**config.mk**
```make
export PLATFORM = sky130hd
export DESIGN_NAME = cal_ctrl
export DESIGN_NICKNAME = d
export VERILOG_FILES = /design/src/rtl/core/cal_pkg.sv /design/src/rtl/core/cal_ctrl.sv
export SDC_FILE = /design/constraint.sdc
export NUM_CORES = 1
export LEC_CHECK = 0
export BUFFER_PORTS_ARGS = -buffer_cell sky130_fd_sc_hd__buf_2
export CAP_MARGIN = 20
export CORE_UTILIZATION = 47
export DETAILED_ROUTE_END_ITERATION = 8
export GPL_TIMING_DRIVEN = 1
export PLACE_DENSITY = 0.84
export SLEW_MARGIN = 5
export SYNTH_ARGS = -nofsm -noshare
export SYNTH_HDL_FRONTEND = slang
export SYNTH_SLANG_ARGS = --single-unit
```
**constraint.sdc**
```tcl
create_clock -name i_clk -period 2.2 [get_ports i_clk]
set_clock_uncertainty 0.2 [all_clocks]
set_input_delay 0.44 -clock i_clk [delete_from_list [all_inputs] [get_ports i_clk]]
set_output_delay 0.44 -clock i_clk [all_outputs]
set_load 0.01 [all_outputs]
```
**src/rtl/core/cal_pkg.sv**
```systemverilog
// Shared types, constants and saturation helpers for the complex accumulate ALU.
package cal_pkg;

    localparam int DATA_W    = 32;              // Q16.16 part width
    localparam int PROD_W    = 64;              // one exact Q32.32 product
    localparam int SUM_W     = 65;              // sum of two products
    localparam int MAG_W     = 49;              // rounded magnitude before saturation
    localparam int FRAC_W    = 16;
    localparam int DIV_STEPS = 33;              // quotient bits (Q.17 before rounding)
    localparam int DIV_CNT_W = 6;

    typedef enum logic [1:0] {
        OP_ADD = 2'd0,
        OP_SUB = 2'd1,
        OP_MUL = 2'd2,
        OP_DIV = 2'd3
    } t_op;

    typedef enum logic [1:0] {
        ST_OK       = 2'd0,
        ST_DIV_ZERO = 2'd1,
        ST_FEW_OPS  = 2'd2
    } t_status;

    // product schedule of the shared multiplier (a,b = accumulator, c,d = operand)
    typedef enum logic [2:0] {
        P_AC = 3'd0,
        P_BD = 3'd1,
        P_AD = 3'd2,
        P_BC = 3'd3,
        P_CC = 3'd4,
        P_DD = 3'd5
    } t_prod;

    typedef struct packed {
        logic accept;       // latch input item and operation
        logic load_first;   // first item of a run loads the accumulator
        logic addsub;
        logic set_derr;
        logic prod_start;
        logic prod_step;
        logic drain;
        logic mag;
        logic mul_round;
        logic div_start;
        logic div_wr;
        logic count_upd;
        logic emit;
    } t_cmd;

    typedef struct packed {
        logic cnt_zero;
        logic derr;
        t_op  op;
        logic div_zero;
        logic prod_last;
        logic div_done;
        logic out_free;
        logic last;
    } t_stat;

    function automatic logic signed [DATA_W-1:0] sat_addsub(
        input logic signed [DATA_W-1:0] a,
        input logic signed [DATA_W-1:0] b,
        input logic                     sub
    );
        logic signed [DATA_W:0] s;
        s = sub ? ({a[DATA_W-1], a} - {b[DATA_W-1], b})
                : ({a[DATA_W-1], a} + {b[DATA_W-1], b});
        if (s[DATA_W] != s[DATA_W-1]) begin
            return s[DATA_W] ? {1'b1, {(DATA_W-1){1'b0}}} : {1'b0, {(DATA_W-1){1'b1}}};
        end
        return s[DATA_W-1:0];
    endfunction

    function automatic logic signed [DATA_W-1:0] sat_mag(
        input logic             neg,
        input logic [MAG_W-1:0] mag
    );
        logic [MAG_W-1:0] lim;
        lim = MAG_W'({1'b1, {(DATA_W-1){1'b0}}});
        if (neg) begin
            if (mag >= lim) return {1'b1, {(DATA_W-1){1'b0}}};
            return DATA_W'(~mag[DATA_W-1:0] + 1'b1);
        end
        if (mag >= lim) return {1'b0, {(DATA_W-1){1'b1}}};
        return mag[DATA_W-1:0];
    endfunction

endpackage

```
**src/rtl/core/cal_ctrl.sv**
```systemverilog
// Controller: sequences each item through load, add/sub, multiply or divide.
module cal_ctrl (
    input  logic           i_clk,
    input  logic           i_rst_n,
    input  logic           i_in_valid,
    output logic           o_in_ready,
    input  cal_pkg::t_stat i_stat,
    output cal_pkg::t_cmd  o_cmd
);
    typedef enum logic [10:0] {
        S_IDLE   = 11'b000_0000_0001,
        S_DECIDE = 11'b000_0000_0010,
        S_PROD   = 11'b000_0000_0100,
        S_DRAIN  = 11'b000_0000_1000,
        S_MAG    = 11'b000_0001_0000,
        S_MULRND = 11'b000_0010_0000,
        S_DIVGO  = 11'b000_0100_0000,
        S_DIVWT  = 11'b000_1000_0000,
        S_DIVRND = 11'b001_0000_0000,
        S_FIN    = 11'b010_0000_0000,
        S_EMIT   = 11'b100_0000_0000
    } t_state;

    t_state r_state, n_state;

    always_comb begin
        n_state = r_state;
        o_cmd   = '0;
        case (r_state)
            S_IDLE: begin
                if (i_in_valid) begin
                    o_cmd.accept = 1'b1;
                    n_state      = S_DECIDE;
                end
            end
            S_DECIDE: begin
                n_state = S_FIN;
                if (i_stat.cnt_zero) begin
                    o_cmd.load_first = 1'b1;
                end else if (!i_stat.derr) begin
                    case (i_stat.op)
                        cal_pkg::OP_ADD, cal_pkg::OP_SUB: o_cmd.addsub = 1'b1;
                        cal_pkg::OP_MUL: begin
                            o_cmd.prod_start = 1'b1;
                            n_state          = S_PROD;
                        end
                        cal_pkg::OP_DIV: begin
                            if (i_stat.div_zero) begin
                                o_cmd.set_derr = 1'b1;
                            end else begin
                                o_cmd.prod_start = 1'b1;
                                n_state          = S_PROD;
                            end
                        end
                        default: o_cmd.addsub = 1'b1;
                    endcase
                end
            end
            S_PROD: begin
                o_cmd.prod_step = 1'b1;
                if (i_stat.prod_last) n_state = S_DRAIN;
            end
            S_DRAIN: begin
                o_cmd.drain = 1'b1;
                n_state     = S_MAG;
            end
            S_MAG: begin
                o_cmd.mag = 1'b1;
                n_state   = (i_stat.op == cal_pkg::OP_MUL) ? S_MULRND : S_DIVGO;
            end
            S_MULRND: begin
                o_cmd.mul_round = 1'b1;
                n_state         = S_FIN;
            end
            S_DIVGO: begin
                o_cmd.div_start = 1'b1;
                n_state         = S_DIVWT;
            end
            S_DIVWT: begin
                if (i_stat.div_done) n_state = S_DIVRND;
            end
            S_DIVRND: begin
                o_cmd.div_wr = 1'b1;
                n_state      = S_FIN;
            end
            S_FIN: begin
                o_cmd.count_upd = 1'b1;
                n_state         = i_stat.last ? S_EMIT : S_IDLE;
            end
            S_EMIT: begin
                if (i_stat.out_free) begin
                    o_cmd.emit = 1'b1;
                    n_state    = S_IDLE;
                end
            end
            default: n_state = S_IDLE;
        endcase
    end

    always_ff @(posedge i_clk) begin
        if (!i_rst_n) begin
            r_state <= S_IDLE;
        end else begin
            r_state <= n_state;
        end
    end

    assign o_in_ready = (r_state == S_IDLE);
endmodule

```
==> metrics.md <==
| Metric | Value |
|---|---|
| Outcome | `complete, but fails checks` |
| Violated checks | `negative setup slack` |
| Crit share post-route | `111.1%` |
| Die width | `approximately 40 um` |
| DIE HEIGHT | `slightly above 40 um` |
| Critical path cell sequence | `nor4_4, nand3b_4, or3_4, nor4_2, buf_2` |
| Sequential area share after synthesis | `between 30% and 40%` |
| Reg-to-reg startpoint | `r_state[2]` |
| Via count | `889` |
| CTS HTree Levels | `1` |
| Final hold vios | `0` |
| Ranking of synthesized cells by area | `dfxtp_1, nor4_4, nor2_1` |
| Cell Count Post-Placement | `129` |
| Fin cells | `~150` |
| GRT overflow | `0` |
| Max reg flops | `11` |
| Fin nets | `between 100 and 150` |
| Layout cell share with drive strength beyond 1 | `approximately 55%` |
| Die ar. | `between 0.0015 and 0.002 sq mm` |
| Most common cell in the netlist | `dfxtp_1` |
| Cells after Synth | `between 80 and 90` |
| Clk sink count | `11` |
| Max-slew headroom | `between 70% and 80%` |
| Top cell type's share of synthesized area | `30.61%` |
| Max IR drop VDD | `approximately 0.43 mV` |
| Dpl cell area | `909.6 sq um` |
| Slew Viols, Final | `0` |
| Root Buffer | `clkbuf_4` |
| DRT Pass-1 Iters | `4` |
| CTS Hold Buffers Added | `0` |
| Setup crit start kind | `flip-flop` |
| Depth of the most critical reg-to-reg path | `6` |
| Synth cell count leaders | `dfxtp_1, nor2_1, nor3_1, inv_1, nand2_1` |
| First-pass GRT wire length | `3367 um` |
| Critical path required time | `about 1600 ps` |
| Post-route ant nets | `0` |
| Synthesized flop and latch total | `11` |
| Largest net degree at the start of global routing | `9` |
| Starting density of the core | `between 50% and 60%` |
| Crit end category | `primary output` |
| Initial antenna violation count | `0` |
| Crit path depth | `5` |
| Number of global-route vias before repair | `roughly 800` |
| Delay-heaviest family, CP | `simple AND/OR/NAND/NOR gates` |
| Fin area | `~0.0011 sq mm` |
| Hold_sp | `i_stat[5]` |
| Largest family of logic cells by synthesized area | `simple AND/OR/NAND/NOR gates` |
| Worst-skew pair later-pin latency | `between 200 and 300 ps` |
| Max incr delay on CP | `410 ps` |
| Post-synthesis mux area share | `0%` |
| Fmax | `roughly 410 MHz` |
| Worst reg2reg endpoint | `r_state[1]` |
| Syn Area/Cell | `between 8 and 9 sq um` |
| Ports | `26` |
| Num rows | `13` |
| Synth warn | `0` |
| Synth-to-Final Area Change | `58.96%` |
| Post-Syn Area | `719.4 sq um` |
| Place WS | `roughly 35 ps` |
| Cell taking the most area after synthesis | `dfxtp_1` |
| Arr. time, crit path | `around 1800 ps` |
| RSZ-0062 raised after global routing | `yes` |
| DR vias/cell | `between 6 and 7` |
| Adder-cell share of the synthesized area | `0%` |
| Setup CP Type | `flip-flop to primary output` |
| Post-synthesis simple-gate area fraction | `roughly 52%` |
| Post-synth cell types | `36` |
| Most used DFF post-synth | `dfxtp_1` |
| Top flop regs | `r_state x11` |
| Crit path max-delay cell type | `or3_4` |
| Endpoints failing setup | `10` |
| LEAKAGE | `around 0.52 nW` |
| Least-Margin Pin Slew | `about 430 ps` |
| Final setup margin | `-244.5 ps` |
| Max Cap Viol | `0` |
| Worst Hold Class | `input port to flip-flop` |
| Port Buffer Count | `25` |
| Core area | `around 0.0014 sq mm` |
| GRT Util Overall | `between 30% and 40%` |
| Routed WL per cell | `about 17 um` |
| Synth Area in XOR/XNOR | `1.217%` |
| WL final | `roughly 2500 um` |
| DR iter-0 viols | `34` |
| Slack of the worst reg-to-reg path | `between 100 and 150 ps` |
| Async SR Flop Fraction | `0%` |
| Fin Setup TNS | `-1291 ps` |
| Post-synth EDFFs | `0` |
| N_diodes | `0` |
| CP Max Fanout | `3` |
| Pwr/cell area | `slightly above 500 mW/mm^2` |
| Post-DP HPWL | `~1500 um` |
| Syn nets | `97` |
| Clock Pin Slew Worst Setup and Hold Paths | `roughly 80 ps` |
| Biggest register | `r_state` |
| WHS Path Cells | `2` |
| Compound-Gate Fraction of Synth Area | `between 10% and 20%` |
| Fillers | `81` |
| Routability cong. | `0.8618` |
| CTS buffer count | `3` |
| CTS tree | `built` |
| Crit path buf inv count | `1` |
| Clock buffer depth | `2` |
| Fin crit period | `2445 ps` |
| Worst hold path endpoint | `r_state[5]` |
| Drc violations | `0` |
## cell type report
class | instances | area (sq um) | area share (%)
clock buffer | 4 | 26.28 | 2.298
inverter | 5 | 18.77 | 1.641
multi-input combinational | 67 | 539.3 | 47.16
sequential | 11 | 230.2 | 20.13
tap | 15 | 18.77 | 1.641
timing repair buffer | 45 | 310.3 | 27.13
## through the flow
stage,hold WS (ps),utilization [%],power (mW)
floorplan,315.8,-,0.3319
global placement,385.3,66.58,0.3784
detailed placement,392.1,66.58,0.3831
CTS,154.6,75.18,0.5601
global route,150.3,83.70,0.6161
finish,143.4,83.70,0.5910
## worst register-to-register path: stages (launching register included)
cell and delay (ps):
dfxtp_4 370, nor4_4 460, nand4_1 220, buf_4 180
o221ai_1 220, or2_2 230, nor3_1 80
## worst max-delay path by stage
| stage | startpoint | to | slack (ps) |
|---|---|---|---|
| 2_1_floorplan | r_state[5] | o_cmd[9] | 40 |
| 3_3_place_gp | r_state[5] | o_cmd[9] | 60 |
| 3_5_place_dp | r_state[5] | o_cmd[9] | 30 |
| 4_1_cts | r_state[4] | o_cmd[9] | -240 |
| 5_1_grt | r_state[4] | o_cmd[9] | -320 |
| 6_report | r_state[4] | o_cmd[10] | -240 |
## cells by family (layout without fill, tap and decap cells)
family          count (synthesis)  after routing
compound gates                 12             12
xor+xnor                        1              1
buf+inv                         7             54
flops                          11             11
simple gates                   54             54
## per-layer routing
layer / vias to the layer above / GRT usage (%) / wire (um)
met5: - / 0 / 0
met4: 0 / 20.16 / 58
met3: 8 / 5.978 / 209
met2: 63 / 55.08 / 1266
met1: 406 / 34.09 / 963
li1: 412 / - / -
## timing repair
item                       CTS  global route
setup buffers                6             8
setup endpoints to repair    7            14
pin swaps                    7             8
resized for setup           13            13
## cells in the final DEF, fill, tap and decap left out, types with 2 or more instances in the layout
cell type	n
nor2_4	2
and2_1	3
nor3b_1	3
nor3_1	3
dfxtp_4	2
nor2_1	9
clkbuf_4	3
nand3_1	2
nor3_2	2
buf_4	19
inv_1	4
nor4b_1	2
nand2_1	5
nand4_1	3
dfxtp_2	2
nor3_4	2
nor4_4	2
buf_6	6
o21ai_0	3
dfxtp_1	7
and3_4	2
buf_2	20
nand2b_1	2
## power by group
part	switching, mW	leakage, nW	total [mW]	internal [mW]
Sequential	0.0133	0.0916	0.223	0.210
Clock	0.0751	0.0150	0.145	0.0703
Combinational	0.117	0.415	0.223	0.105
Power figures use the tool's default switching activity.
